## config.mk

```make
export PLATFORM = sky130hd
export DESIGN_NAME = pixel_blank_range_fixer
export DESIGN_NICKNAME = d
export VERILOG_FILES = /design/src/hw/rtl/pbrf_pkg.sv /design/src/hw/rtl/pbrf_match.sv /design/src/hw/rtl/pixel_blank_range_fixer.sv
export SDC_FILE = /design/constraint.sdc
export NUM_CORES = 2
export LEC_CHECK = 0
export BUFFER_PORTS_ARGS = -buffer_cell sky130_fd_sc_hd__buf_2
export CAP_MARGIN = 20
export CORE_MARGIN = 5
export CORE_UTILIZATION = 36
export DETAILED_ROUTE_END_ITERATION = 7
export GPL_TIMING_DRIVEN = 0
export SYNTH_ARGS = -nofsm -noshare
export SYNTH_HDL_FRONTEND = slang
export SYNTH_SLANG_ARGS = --single-unit
```

## constraint.sdc

```tcl
create_clock -name clk -period 16.4 [get_ports clk]
set_input_delay 1.64 -clock clk [delete_from_list [all_inputs] [get_ports clk]]
set_output_delay 1.64 -clock clk [all_outputs]
set_load 0.1 [all_outputs]
```

## src/hw/rtl/pbrf_pkg.sv

```systemverilog
// Package for the pixel blank range fixer: payload structs, codes, constants
// and the binary64 compare helpers. No dependencies.
package pbrf_pkg;

  localparam int RANGE_SLOTS = 8;
  localparam int SLOT_BITS   = 3;
  localparam int COUNT_BITS  = 32;
  localparam int TOTAL_BITS  = 32;

  localparam logic [63:0] ALL_ONES_NAN = 64'hFFFF_FFFF_FFFF_FFFF;
  localparam logic [COUNT_BITS-1:0] COUNT_MAX = {COUNT_BITS{1'b1}};

  typedef enum logic [1:0] {
    CMD_PIXEL = 2'd0,
    CMD_LOAD  = 2'd1,
    CMD_CLEAR = 2'd2,
    CMD_NONE  = 2'd3
  } cmd_t;

  typedef enum logic [1:0] {
    REG_REPLACE_ENABLE = 2'd0,
    REG_REPLACE_VALUE  = 2'd1,
    REG_RANGES_IN_USE  = 2'd2
  } reg_index_t;

  typedef struct packed {
    logic [1:0]  cmd;
    logic [63:0] pixel_bits;
    logic [2:0]  entry_index;
    logic [63:0] bound_low;
    logic [63:0] bound_high;
    logic        upper_only;
    logic        lower_only;
  } in_item_t;

  typedef struct packed {
    logic [63:0] pixel_out;
    logic        range_hit;
    logic        was_fixed;
    logic [31:0] hit_total;
    logic [31:0] fixed_total;
  } out_item_t;

  typedef struct packed {
    logic [63:0] low;
    logic [63:0] high;
    logic        upper_only;
    logic        lower_only;
  } range_entry_t;

  // IEEE test: true for any NaN pattern.
  function automatic logic is_nan(input logic [63:0] a);
    return (a[62:52] == 11'h7FF) && (a[51:0] != 52'd0);
  endfunction

  // a <= b under IEEE rules (false if either is NaN, +0 == -0).
  function automatic logic fp_le(input logic [63:0] a, input logic [63:0] b);
    logic both_zero;
    logic res;
    both_zero = (a[62:0] == 63'd0) && (b[62:0] == 63'd0);
    if (is_nan(a) || is_nan(b)) res = 1'b0;
    else if (both_zero) res = 1'b1;
    else if (a[63] != b[63]) res = a[63];
    else if (!a[63]) res = (a[62:0] <= b[62:0]);
    else res = (a[62:0] >= b[62:0]);
    return res;
  endfunction

endpackage

```

## src/hw/rtl/pbrf_match.sv

```systemverilog
// Parallel range test of one pixel against the range table.
// Depends on pbrf_pkg.
module pbrf_match (
  input  logic [63:0]                    pixel,
  input  pbrf_pkg::range_entry_t         entries [pbrf_pkg::RANGE_SLOTS],
  input  logic [3:0]                     ranges_in_use,
  output logic                           hit
);
  logic [pbrf_pkg::RANGE_SLOTS-1:0] slot_hit;

  always_comb begin
    for (int k = 0; k < pbrf_pkg::RANGE_SLOTS; k++) begin
      slot_hit[k] = (5'(k) < {1'b0, ranges_in_use}) && (
        (entries[k].upper_only && pbrf_pkg::fp_le(pixel, entries[k].high)) ||
        (entries[k].lower_only && pbrf_pkg::fp_le(entries[k].low, pixel)) ||
        (pbrf_pkg::fp_le(entries[k].low, pixel) &&
         pbrf_pkg::fp_le(pixel, entries[k].high)));
    end
  end

  assign hit = |slot_hit;
endmodule

```

## src/hw/rtl/pixel_blank_range_fixer.sv

```systemverilog
// Top level of the pixel blank range fixer: input register, range table,
// counters and result register. Depends on pbrf_pkg and pbrf_match.
//
// Usage:
//  - in channel (in_valid/in_ready/in_data): one item per cycle while in_ready
//    is high; cmd selects pixel, range load or counter clear.
//  - out channel (out_valid/out_ready/out_data): exactly one result item
//    per input item, in order.
//  - cfg channel (cfg_valid/cfg_ready/cfg_index/cfg_data): register writes,
//    always ready; write only while the block is idle.
//  - Path: an accepted item passes the input register, then the result
//    register, before it shows at out. Throughput: one item per cycle while
//    out is drained, set by the combinational compare and counter stage.
//  - Stall: when out_ready is low the result register holds; the input
//    register still takes one item if empty, then in_ready drops.
//  - Reset: sync, active high; clears valid flags, counters and config
//    registers. The range table is not cleared and must be loaded before
//    ranges_in_use covers a slot.
module pixel_blank_range_fixer (
  input  logic                 clk,
  input  logic                 rst,
  input  logic                 in_valid,
  output logic                 in_ready,
  input  pbrf_pkg::in_item_t   in_data,
  output logic                 out_valid,
  input  logic                 out_ready,
  output pbrf_pkg::out_item_t  out_data,
  input  logic                 cfg_valid,
  output logic                 cfg_ready,
  input  logic [1:0]           cfg_index,
  input  logic [63:0]          cfg_data
);
  // config registers
  logic        replace_enable;
  logic [63:0] replace_value;
  logic [3:0]  ranges_in_use;

  // stage 1: input register
  logic                stage_valid;
  pbrf_pkg::in_item_t  stage;
  logic                stage_go;

  pbrf_pkg::range_entry_t entries [pbrf_pkg::RANGE_SLOTS];
  logic [pbrf_pkg::COUNT_BITS-1:0] hit_counter, hit_counter_next;
  logic [pbrf_pkg::COUNT_BITS-1:0] fixed_counter, fixed_counter_next;
  pbrf_pkg::out_item_t result_next;
  logic in_hit;

  assign cfg_ready = 1'b1;

  always_ff @(posedge clk) begin
    if (rst) begin
      replace_enable <= 1'b0;
      replace_value  <= '0;
      ranges_in_use  <= '0;
    end else if (cfg_valid) begin
      unique case (cfg_index)
        pbrf_pkg::REG_REPLACE_ENABLE: replace_enable <= cfg_data[0];
        pbrf_pkg::REG_REPLACE_VALUE:  replace_value  <= cfg_data;
        pbrf_pkg::REG_RANGES_IN_USE:  ranges_in_use  <= cfg_data[3:0];
        default: ;
      endcase
    end
  end

  // stage 1 advances when the result register is empty or being drained
  assign stage_go = stage_valid && (!out_valid || out_ready);
  assign in_ready = !stage_valid || stage_go;

  always_ff @(posedge clk) begin
    if (rst) begin
      stage_valid <= 1'b0;
    end else if (in_ready) begin
      stage_valid <= in_valid;
    end
  end

  always_ff @(posedge clk) begin
    if (in_ready && in_valid) begin
      stage <= in_data;
    end
  end

  pbrf_match u_match (
    .pixel         (stage.pixel_bits),
    .entries       (entries),
    .ranges_in_use (ranges_in_use),
    .hit           (in_hit)
  );

  // decision and counter update for the item in stage 1
  always_comb begin
    logic nan_fix;
    nan_fix = replace_enable && pbrf_pkg::is_nan(stage.pixel_bits);
    hit_counter_next   = hit_counter;
    fixed_counter_next = fixed_counter;
    result_next        = '0;
    unique case (pbrf_pkg::cmd_t'(stage.cmd))
      pbrf_pkg::CMD_PIXEL: begin
        if (nan_fix) begin
          result_next.pixel_out = replace_value;
          result_next.was_fixed = 1'b1;
        end else if (in_hit) begin
          result_next.range_hit = 1'b1;
          result_next.was_fixed = 1'b1;
          result_next.pixel_out = replace_enable ? replace_value
                                                 : pbrf_pkg::ALL_ONES_NAN;
        end else begin
          result_next.pixel_out = stage.pixel_bits;
        end
        if (result_next.range_hit && hit_counter != pbrf_pkg::COUNT_MAX)
          hit_counter_next = hit_counter + 1'b1;
        if (result_next.was_fixed && fixed_counter != pbrf_pkg::COUNT_MAX)
          fixed_counter_next = fixed_counter + 1'b1;
      end
      pbrf_pkg::CMD_CLEAR: begin
        hit_counter_next   = '0;
        fixed_counter_next = '0;
      end
      pbrf_pkg::CMD_LOAD, pbrf_pkg::CMD_NONE: ;
      default: ;
    endcase
    result_next.hit_total   = hit_counter_next[pbrf_pkg::TOTAL_BITS-1:0];
    result_next.fixed_total = fixed_counter_next[pbrf_pkg::TOTAL_BITS-1:0];
  end

  // range table: loaded when a load item leaves stage 1
  always_ff @(posedge clk) begin
    if (stage_go && stage.cmd == pbrf_pkg::CMD_LOAD) begin
      entries[stage.entry_index] <= '{low: stage.bound_low,
                                      high: stage.bound_high,
                                      upper_only: stage.upper_only,
                                      lower_only: stage.lower_only};
    end
  end

  always_ff @(posedge clk) begin
    if (rst) begin
      hit_counter   <= '0;
      fixed_counter <= '0;
      out_valid     <= 1'b0;
    end else begin
      if (stage_go) begin
        hit_counter   <= hit_counter_next;
        fixed_counter <= fixed_counter_next;
      end
      if (stage_go) out_valid <= 1'b1;
      else if (out_ready) out_valid <= 1'b0;
    end
  end

  always_ff @(posedge clk) begin
    if (stage_go) begin
      out_data <= result_next;
    end
  end

  // a stalled result must not be overwritten
  a_no_overwrite: assert property (@(posedge clk) disable iff (rst)
    out_valid && !out_ready |=> out_valid && $stable(out_data))
    else $error("result overwritten while stalled");

  // fixed count never falls behind hit count within one item
  a_hit_implies_fixed: assert property (@(posedge clk) disable iff (rst)
    out_valid |-> (!out_data.range_hit || out_data.was_fixed))
    else $error("range hit without fix");

  // a clear item leaves both totals at zero
  a_clear_zero: assert property (@(posedge clk) disable iff (rst)
    stage_go && stage.cmd == pbrf_pkg::CMD_CLEAR |=>
      hit_counter == '0 && fixed_counter == '0)
    else $error("clear did not zero counters");
endmodule
```

## After elaboration in Yosys (flattened, before gate mapping)

Cells that the tools add are included.

| operators by class | value |
|---|---|
| multiplexer cells | 81 |
| reduce and logical (&&, ||, !) cells | 149 |
| bitwise operators | 1 |
| equality and inequality tests | 39 |
| magnitude comparators | 42 |
| add/subtract/negate cells | 2 |

Operators by type and width:

| kind | count |
|---|---|
| zero test 63 bit | 17 |
| bitwise mux 1040 bit | 1 |
| greater-or-equal comparator 63 bit | 16 |
| less-or-equal comparator 63 bit | 16 |
| nonzero test 52 bit | 17 |
| demux 130 bit (select 3 bit) | 1 |
| two-way mux 64 bit | 3 |
| equality test 11 bit, second input constant | 17 |
| two-way mux 130 bit | 1 |
| case mux 32 bit (2 select lines) | 2 |
| logical AND 1 bit | 72 |
| two-way mux 1 bit | 70 |
| adder 32 x 1 -> 32 bit, second input constant | 2 |
| two-way mux 32 bit | 2 |
| inequality test 32 bit, second input constant | 2 |
| logical OR 1 bit | 34 |
| < comparator 3 x 4 -> 1 bit, first input constant | 4 |
| inequality test 1 bit | 16 |
| < comparator 1 x 4 -> 1 bit, first input constant | 2 |
| < comparator 2 x 4 -> 1 bit, first input constant | 2 |
| OR reduction 8 bit | 1 |
| AND reduction 2 bit | 3 |
| equality test 2 x 1 -> 1 bit, second input constant | 2 |
| equality test 2 bit, second input constant | 2 |
| other kinds (7) | 9 |

| word-level totals | value |
|---|---|
| output and inout bits | 133 |
| register bits after elaboration | 1,504 |
| logic and storage cells | 365 |
| bits of input ports | 270 |

## Logic depth before layout (Yosys ltp)

| logic depth | value |
|---|---|
| word-level depth | 16 |
| mapped depth | 18 |
| gate-level depth less buffers | 15 |

## Modules after synthesis

From an unflattened synthesis, not the netlist that was laid out.

| second synthesis, totals | value |
|---|---|
| cell total of the unflattened synthesis | 6,382 |
| area, all modules | 77,013.9 µm² |

By module, submodules not included:

| module | cells each | instances | sequential area each (µm²) | area an instance (µm²) |
|---|---|---|---|---|
| pixel_blank_range_fixer | 2,635 | 1 | 43,812.0 | 49,882.8 |
| pbrf_match | 3,747 | 1 | 0.0 | 27,131.0 |

## Worst setup path after synthesis

OpenSTA, ideal clock, no wires.

| timing | value |
|---|---|
| path type | input-to-reg |
| start point | in out_ready |
| end point | reg, netlist name entries[1000] |
| data arrival time | 11.439 ns |
| path slack | 4.183 ns |
| setup time | 0.778 ns |
| buffers on the path | 1 |
| required time | 15.622 ns |
| stages | 5 |
| cells stage by stage | nor2b_1 nand2b_1 clkbuf_1 or4b_2 nor3_1 |

| between the ends | value |
|---|---|
| word-level cells in the longest chain between the ends | 3 |

RTL lines:

| item | RTL line | RTL |
|---|---|---|
| from (decl) | pixel_blank_range_fixer.sv:26 | `input logic out_ready,` |
| logical OR 1 bit | pixel_blank_range_fixer.sv:67 | `assign stage_go = stage_valid && (!out_valid \|\| out_ready);` |
| logical AND 1 bit | pixel_blank_range_fixer.sv:67 |  |
| logical AND 1 bit | pixel_blank_range_fixer.sv:129 | `if (stage_go && stage.cmd == pbrf_pkg::CMD_LOAD) begin` |

Every way passes these cells.
A chain may end at the register's enable or synchronous reset.

## Worst setup path in the final report

| timing | value |
|---|---|
| start point | reg stage[193] (netlist bit) |
| end point | reg out_data[119] (netlist bit) (data pin) |

| between the ends | value |
|---|---|
| word-level cells in the longest chain between the ends | 12 |
| elaborated cells between the ends (all ways) | 183 |
| those cells by class | order compare (32); eq/ne (1); mux (66); reduce/logical (84) |

RTL lines:

| item | RTL line | RTL |
|---|---|---|
| from (decl) | pixel_blank_range_fixer.sv:40 | `pbrf_pkg::in_item_t stage;` |
| from (signal assigned) | pixel_blank_range_fixer.sv:80 | `stage <= in_data;` |
| less-or-equal comparator 63 bit / greater-or-equal comparator 63 bit (equally long branches) | pbrf_pkg.sv:64, pbrf_pkg.sv:65 |  |
| two-way mux 1 bit | pbrf_pkg.sv:64 | `else if (!a[63]) res = (a[62:0] <= b[62:0]);` |
| two-way mux 1 bit | pbrf_pkg.sv:63 | `else if (a[63] != b[63]) res = a[63];` |
| two-way mux 1 bit | pbrf_pkg.sv:62 | `else if (both_zero) res = 1'b1;` |
| two-way mux 1 bit | pbrf_pkg.sv:61 | `if (is_nan(a) \|\| is_nan(b)) res = 1'b0;` |
| logical AND 1 bit, on equally long branches | pbrf_match.sv:14, pbrf_match.sv:15 |  |
| logical OR 1 bit | pbrf_match.sv:14 | `(entries[k].upper_only && pbrf_pkg::fp_le(pixel, entries[k].high)) \|\|` |
| logical OR 1 bit | pbrf_match.sv:15 | `(entries[k].lower_only && pbrf_pkg::fp_le(entries[k].low, pixel)) \|\|` |
| logical AND 1 bit | pbrf_match.sv:13 | `slot_hit[k] = (5'(k) < {1'b0, ranges_in_use}) && (` |
| OR reduction 8 bit | pbrf_match.sv:21 | `assign hit = \|slot_hit;` |
| two-way mux 64 bit | pixel_blank_range_fixer.sv:103 | `end else if (in_hit) begin` |
| two-way mux 64 bit (*) | pixel_blank_range_fixer.sv:100 | `if (nan_fix) begin` |
| to (signal assigned) | pixel_blank_range_fixer.sv:154 | `out_data <= result_next;` |
| to (decl) | pixel_blank_range_fixer.sv:27 | `output pbrf_pkg::out_item_t out_data,` |

Every way passes the cells marked *; elsewhere a longest branch is shown, timed or not.

==> results.toml <==
[clock_network]
cts-hold-fix-buffers = 0
clk_latency_ns = 0.85
cts_max_level = 4
cts_buffers = 171
clockBufferDepth = 3
cts_setup_buffers = 0
cts_tree = "yes"
clock-sinks = 1504
clock-root-buffer = "clkbuf_16"
path_clk_slew_ns = 0.06
cts-resized-gates = 0

[power_and_ir_drop]
combinationalPowerShare = 0.084
power_leakage_uw = 0.03545
switching_share = 0.2590
p_int_uw = 6908
seqPwrFrac = 0.475
irDropWorstVdd_v = 0.0001124
switchingPower_uw = 2415
p_per_area_nw_per_um2 = 102.4
clock_power_share = 0.441

[cells_and_area]
final_net_count = 8414
mostFrequentLayoutCells = "1369 x edfxtp_1, 1010 x ha_1, 682 x inv_1"
area_growth_pct = 17.74
final_common_cell = "edfxtp_1"
nFillCells = 19790
finalInstanceArea_sq_um = 91080
drive_above_1_share = 0.1210

[grt]
grt_pass1_vias = 56450
grt_usage = 0.2569
grt_pass1_wl_um = 412300
grt-ovfl-total = 0
antenna_found_initial = 36
grt_max_degree = 60

[synthesis]
synthSimpleGateAreaFrac = 0.1301
synthAdderAreaFrac = 0.1634
synth-compound-area-share = 0.09311
synth_top_area_frac = 0.5314
synth_xor_area_frac = 0.003963
avgSynthCellArea_sq_um = 12.01
syn_area_sq_um = 77360
synthesis.nets = 7723
synth_top_family_by_area = "adder cells"
yosysTopAreaCell = "edfxtp_1"
ys_top_cells_by_area = "edfxtp_1 53%, ha_1 16%, dfxtp_1 3.5%"
ys.flop_type = "edfxtp_1"
async_reset_ff_frac = 0
synth.mux.area_fraction = 0.003170
synth_edf_count = 1369
netlist_instances = 6443
ys_ff_latch = 1504
yosysSeqAreaShare = 0.5663
yosysWarnings = 0
ys_types = 92

[floorplanning]
die_y_um = 473.6
fp.dieW_um = 473.6
start_util = 0.3612
core-area_sq_um = 214200
rows = 170
die_area_sq_um = 224300
ios = 403

[sta]
timing.final.crit_share = 0.5043
maxSlewViolCount = 0
fin_crit_ns = 8.271
holdWs_ns = 0.4555
finalWorstSetupSlack_ns = 8.129
finClkSkew_ns = 0.05180
rsz0062_at_grt = "no"
slew_headroom = 0.1156
finalSetupViolCount = 0
clock.fmax_mhz = 120.9
worst-slew-pin-transition_ns = 1.314
hold_viol_final = 0

[critical_path]
arrival_ns = 8.78
critPathMaxStageDelay_ns = 1.20
critical_path_required_ns = 16.91
path_max_fanout = 12
crit_path_cell_trace = "inv_1 -> ha_1 -> nand4_1 -> nor4_1 -> and3_1 -> o31a_1 -> nor3_1 -> nand3_1 -> a31oi_1 -> and2_0 -> o221a_2 -> nor4_4 -> buf_4 -> nand2_2 -> buf_4 -> buf_6 -> a311oi_1"
cp-end-kind = "flip-flop"
cp_common_cell = "buf_4"
crit_slowest_cell = "edfxtp_1"
cp-start-kind = "flip-flop"
crit_type = "flip-flop to flip-flop"

[drt]
vias_per_cell = 5.875
drt_iter0_markers = 7454
first_pass_iters = 7
route.detailed.drc = 0
vias = 59540
wl_um = 298000
ant_nets = 0
wire_per_inst_um = 29.40

[outcome]
status = "completed"

[placement]
place_area_sq_um = 85000
gp_congestion = 0.9557
port_buffers = 400
pre_cts_slack_ns = 8.197
place_hpwl_um = 227200

[run]
maxCapViolCount = 0

[worst_hold_path]
hp-class = "flip-flop to flip-flop"
-- worst max-delay path: cells and delay by family (launching register included) --
kind            cells  cell delay [ns]
fa+ha+maj           1             0.51
buf+inv             4             1.45
flops               1             1.20
simple gates        8             3.11
compound gates      4             1.61
-- power groups by stage --
| stage | Combinational (uW) | Sequential (uW) | Clock [uW] |
|---|---|---|---|
| 2_1_floorplan | 349 | 4510 | 0 |
| 3_3_place_gp | 671 | 4550 | 0 |
| 3_5_place_dp | 765 | 4500 | 0 |
| 4_1_cts | 768 | 4420 | 4160 |
| 5_1_grt | 838 | 4420 | 4330 |
| 6_report | 782 | 4430 | 4110 |
-- metrics by stage --
| stage | TNS, ns | utilization | total power (uW) | instances |
|---|---|---|---|---|
| 6_report | 0 | 0.4252 | 9323 | 10140 |
| 5_1_grt | 0 | 0.4250 | 9585 | 10120 |
| 4_1_cts | 0 | 0.4248 | 9354 | 10110 |
| 3_5_place_dp | 0 | 0.3968 | 5266 | 9794 |
| 3_3_place_gp | -521.98 | 0.3871 | 5225 | 9681 |
| 2_1_floorplan | 0 | - | 4859 | 6443 |
-- path summary, 6_finish.rpt --
check                        start                to  slack (ns)  depth (start not counted)
setup / recovery        stage[193]     out_data[119]        8.13                         17
hold / removal    replace_value[9]  replace_value[9]        0.46                          2
setup reg to reg        stage[193]     out_data[119]        8.13                         17
hold reg to reg   replace_value[9]  replace_value[9]        0.46                          2
-- layer usage --
layer / track usage / part of all wire
met2: 0.3868 / 0.43
met1: 0.3490 / 0.41
met4: 0.1272 / 0.058
met3: 0.05848 / 0.10
met5: 0 / 0.00030
-- cell usage after synthesis (12+ instances only) --
| cell | n |
|---|---|
| edfxtp_1 | 1369 |
| ha_1 | 1010 |
| inv_1 | 682 |
| a21oi_1 | 501 |
| nand2_1 | 484 |
| nor4_1 | 351 |
| nand4_1 | 319 |
| nor2_1 | 285 |
| nand3_1 | 202 |
| o21ai_0 | 147 |
| dfxtp_1 | 135 |
| a21o_1 | 90 |
| clkbuf_1 | 80 |
| nor3_1 | 68 |
| a311oi_1 | 66 |
| a211oi_1 | 39 |
| and3_1 | 38 |
| a221oi_1 | 37 |
| xnor2_1 | 34 |
| and4_1 | 33 |
| a31oi_1 | 31 |
| nand2b_1 | 24 |
| a31o_2 | 22 |
| and2_1 | 21 |
| mux2i_1 | 20 |
| nor2b_1 | 20 |
| nand3b_1 | 17 |
| a21boi_0 | 16 |
| buf_1 | 16 |
| a2111oi_0 | 14 |
| o211ai_1 | 14 |
| or3_1 | 14 |
| a221o_1 | 12 |
| buf_2 | 12 |
| o22ai_1 | 12 |
| o31a_1 | 12 |
-- layout make-up --
cell class	instances	area, sq um	share of cell area
antenna	17	42.54	0.0004671
buffer	119	533.0	0.005852
clock buffer	207	4536	0.04980
clock inverter	112	1460	0.01603
inverter	682	2560	0.02811
multi-input combinational	4138	30560	0.3356
sequential	1504	43810	0.4810
tap	2838	3551	0.03899
timing repair buffer	518	4025	0.04419
-- registers in the layout, summed over array words and instances, names as in the netlist --
signal / count
replace_value: 64
ranges_in_use: 4
hit_counter: 32
stage: 199
stage_valid: 1
out_valid: 1
fixed_counter: 32
replace_enable: 1
entries: 1040
out_data: 130
-- cells by family (layout without fill, tap and decap cells) --
kind of cell	count (synthesis)	after routing
buffers and inverters	801	1638
muxes	24	24
other	1	18
xor gates and xnor gates	35	35
and+or+nand+nor	1935	1935
AOI/OAI and AO/OA	1133	1133
adders and majority gates	1010	1010
DFF	1504	1504
Power figures use the tool's default switching activity.
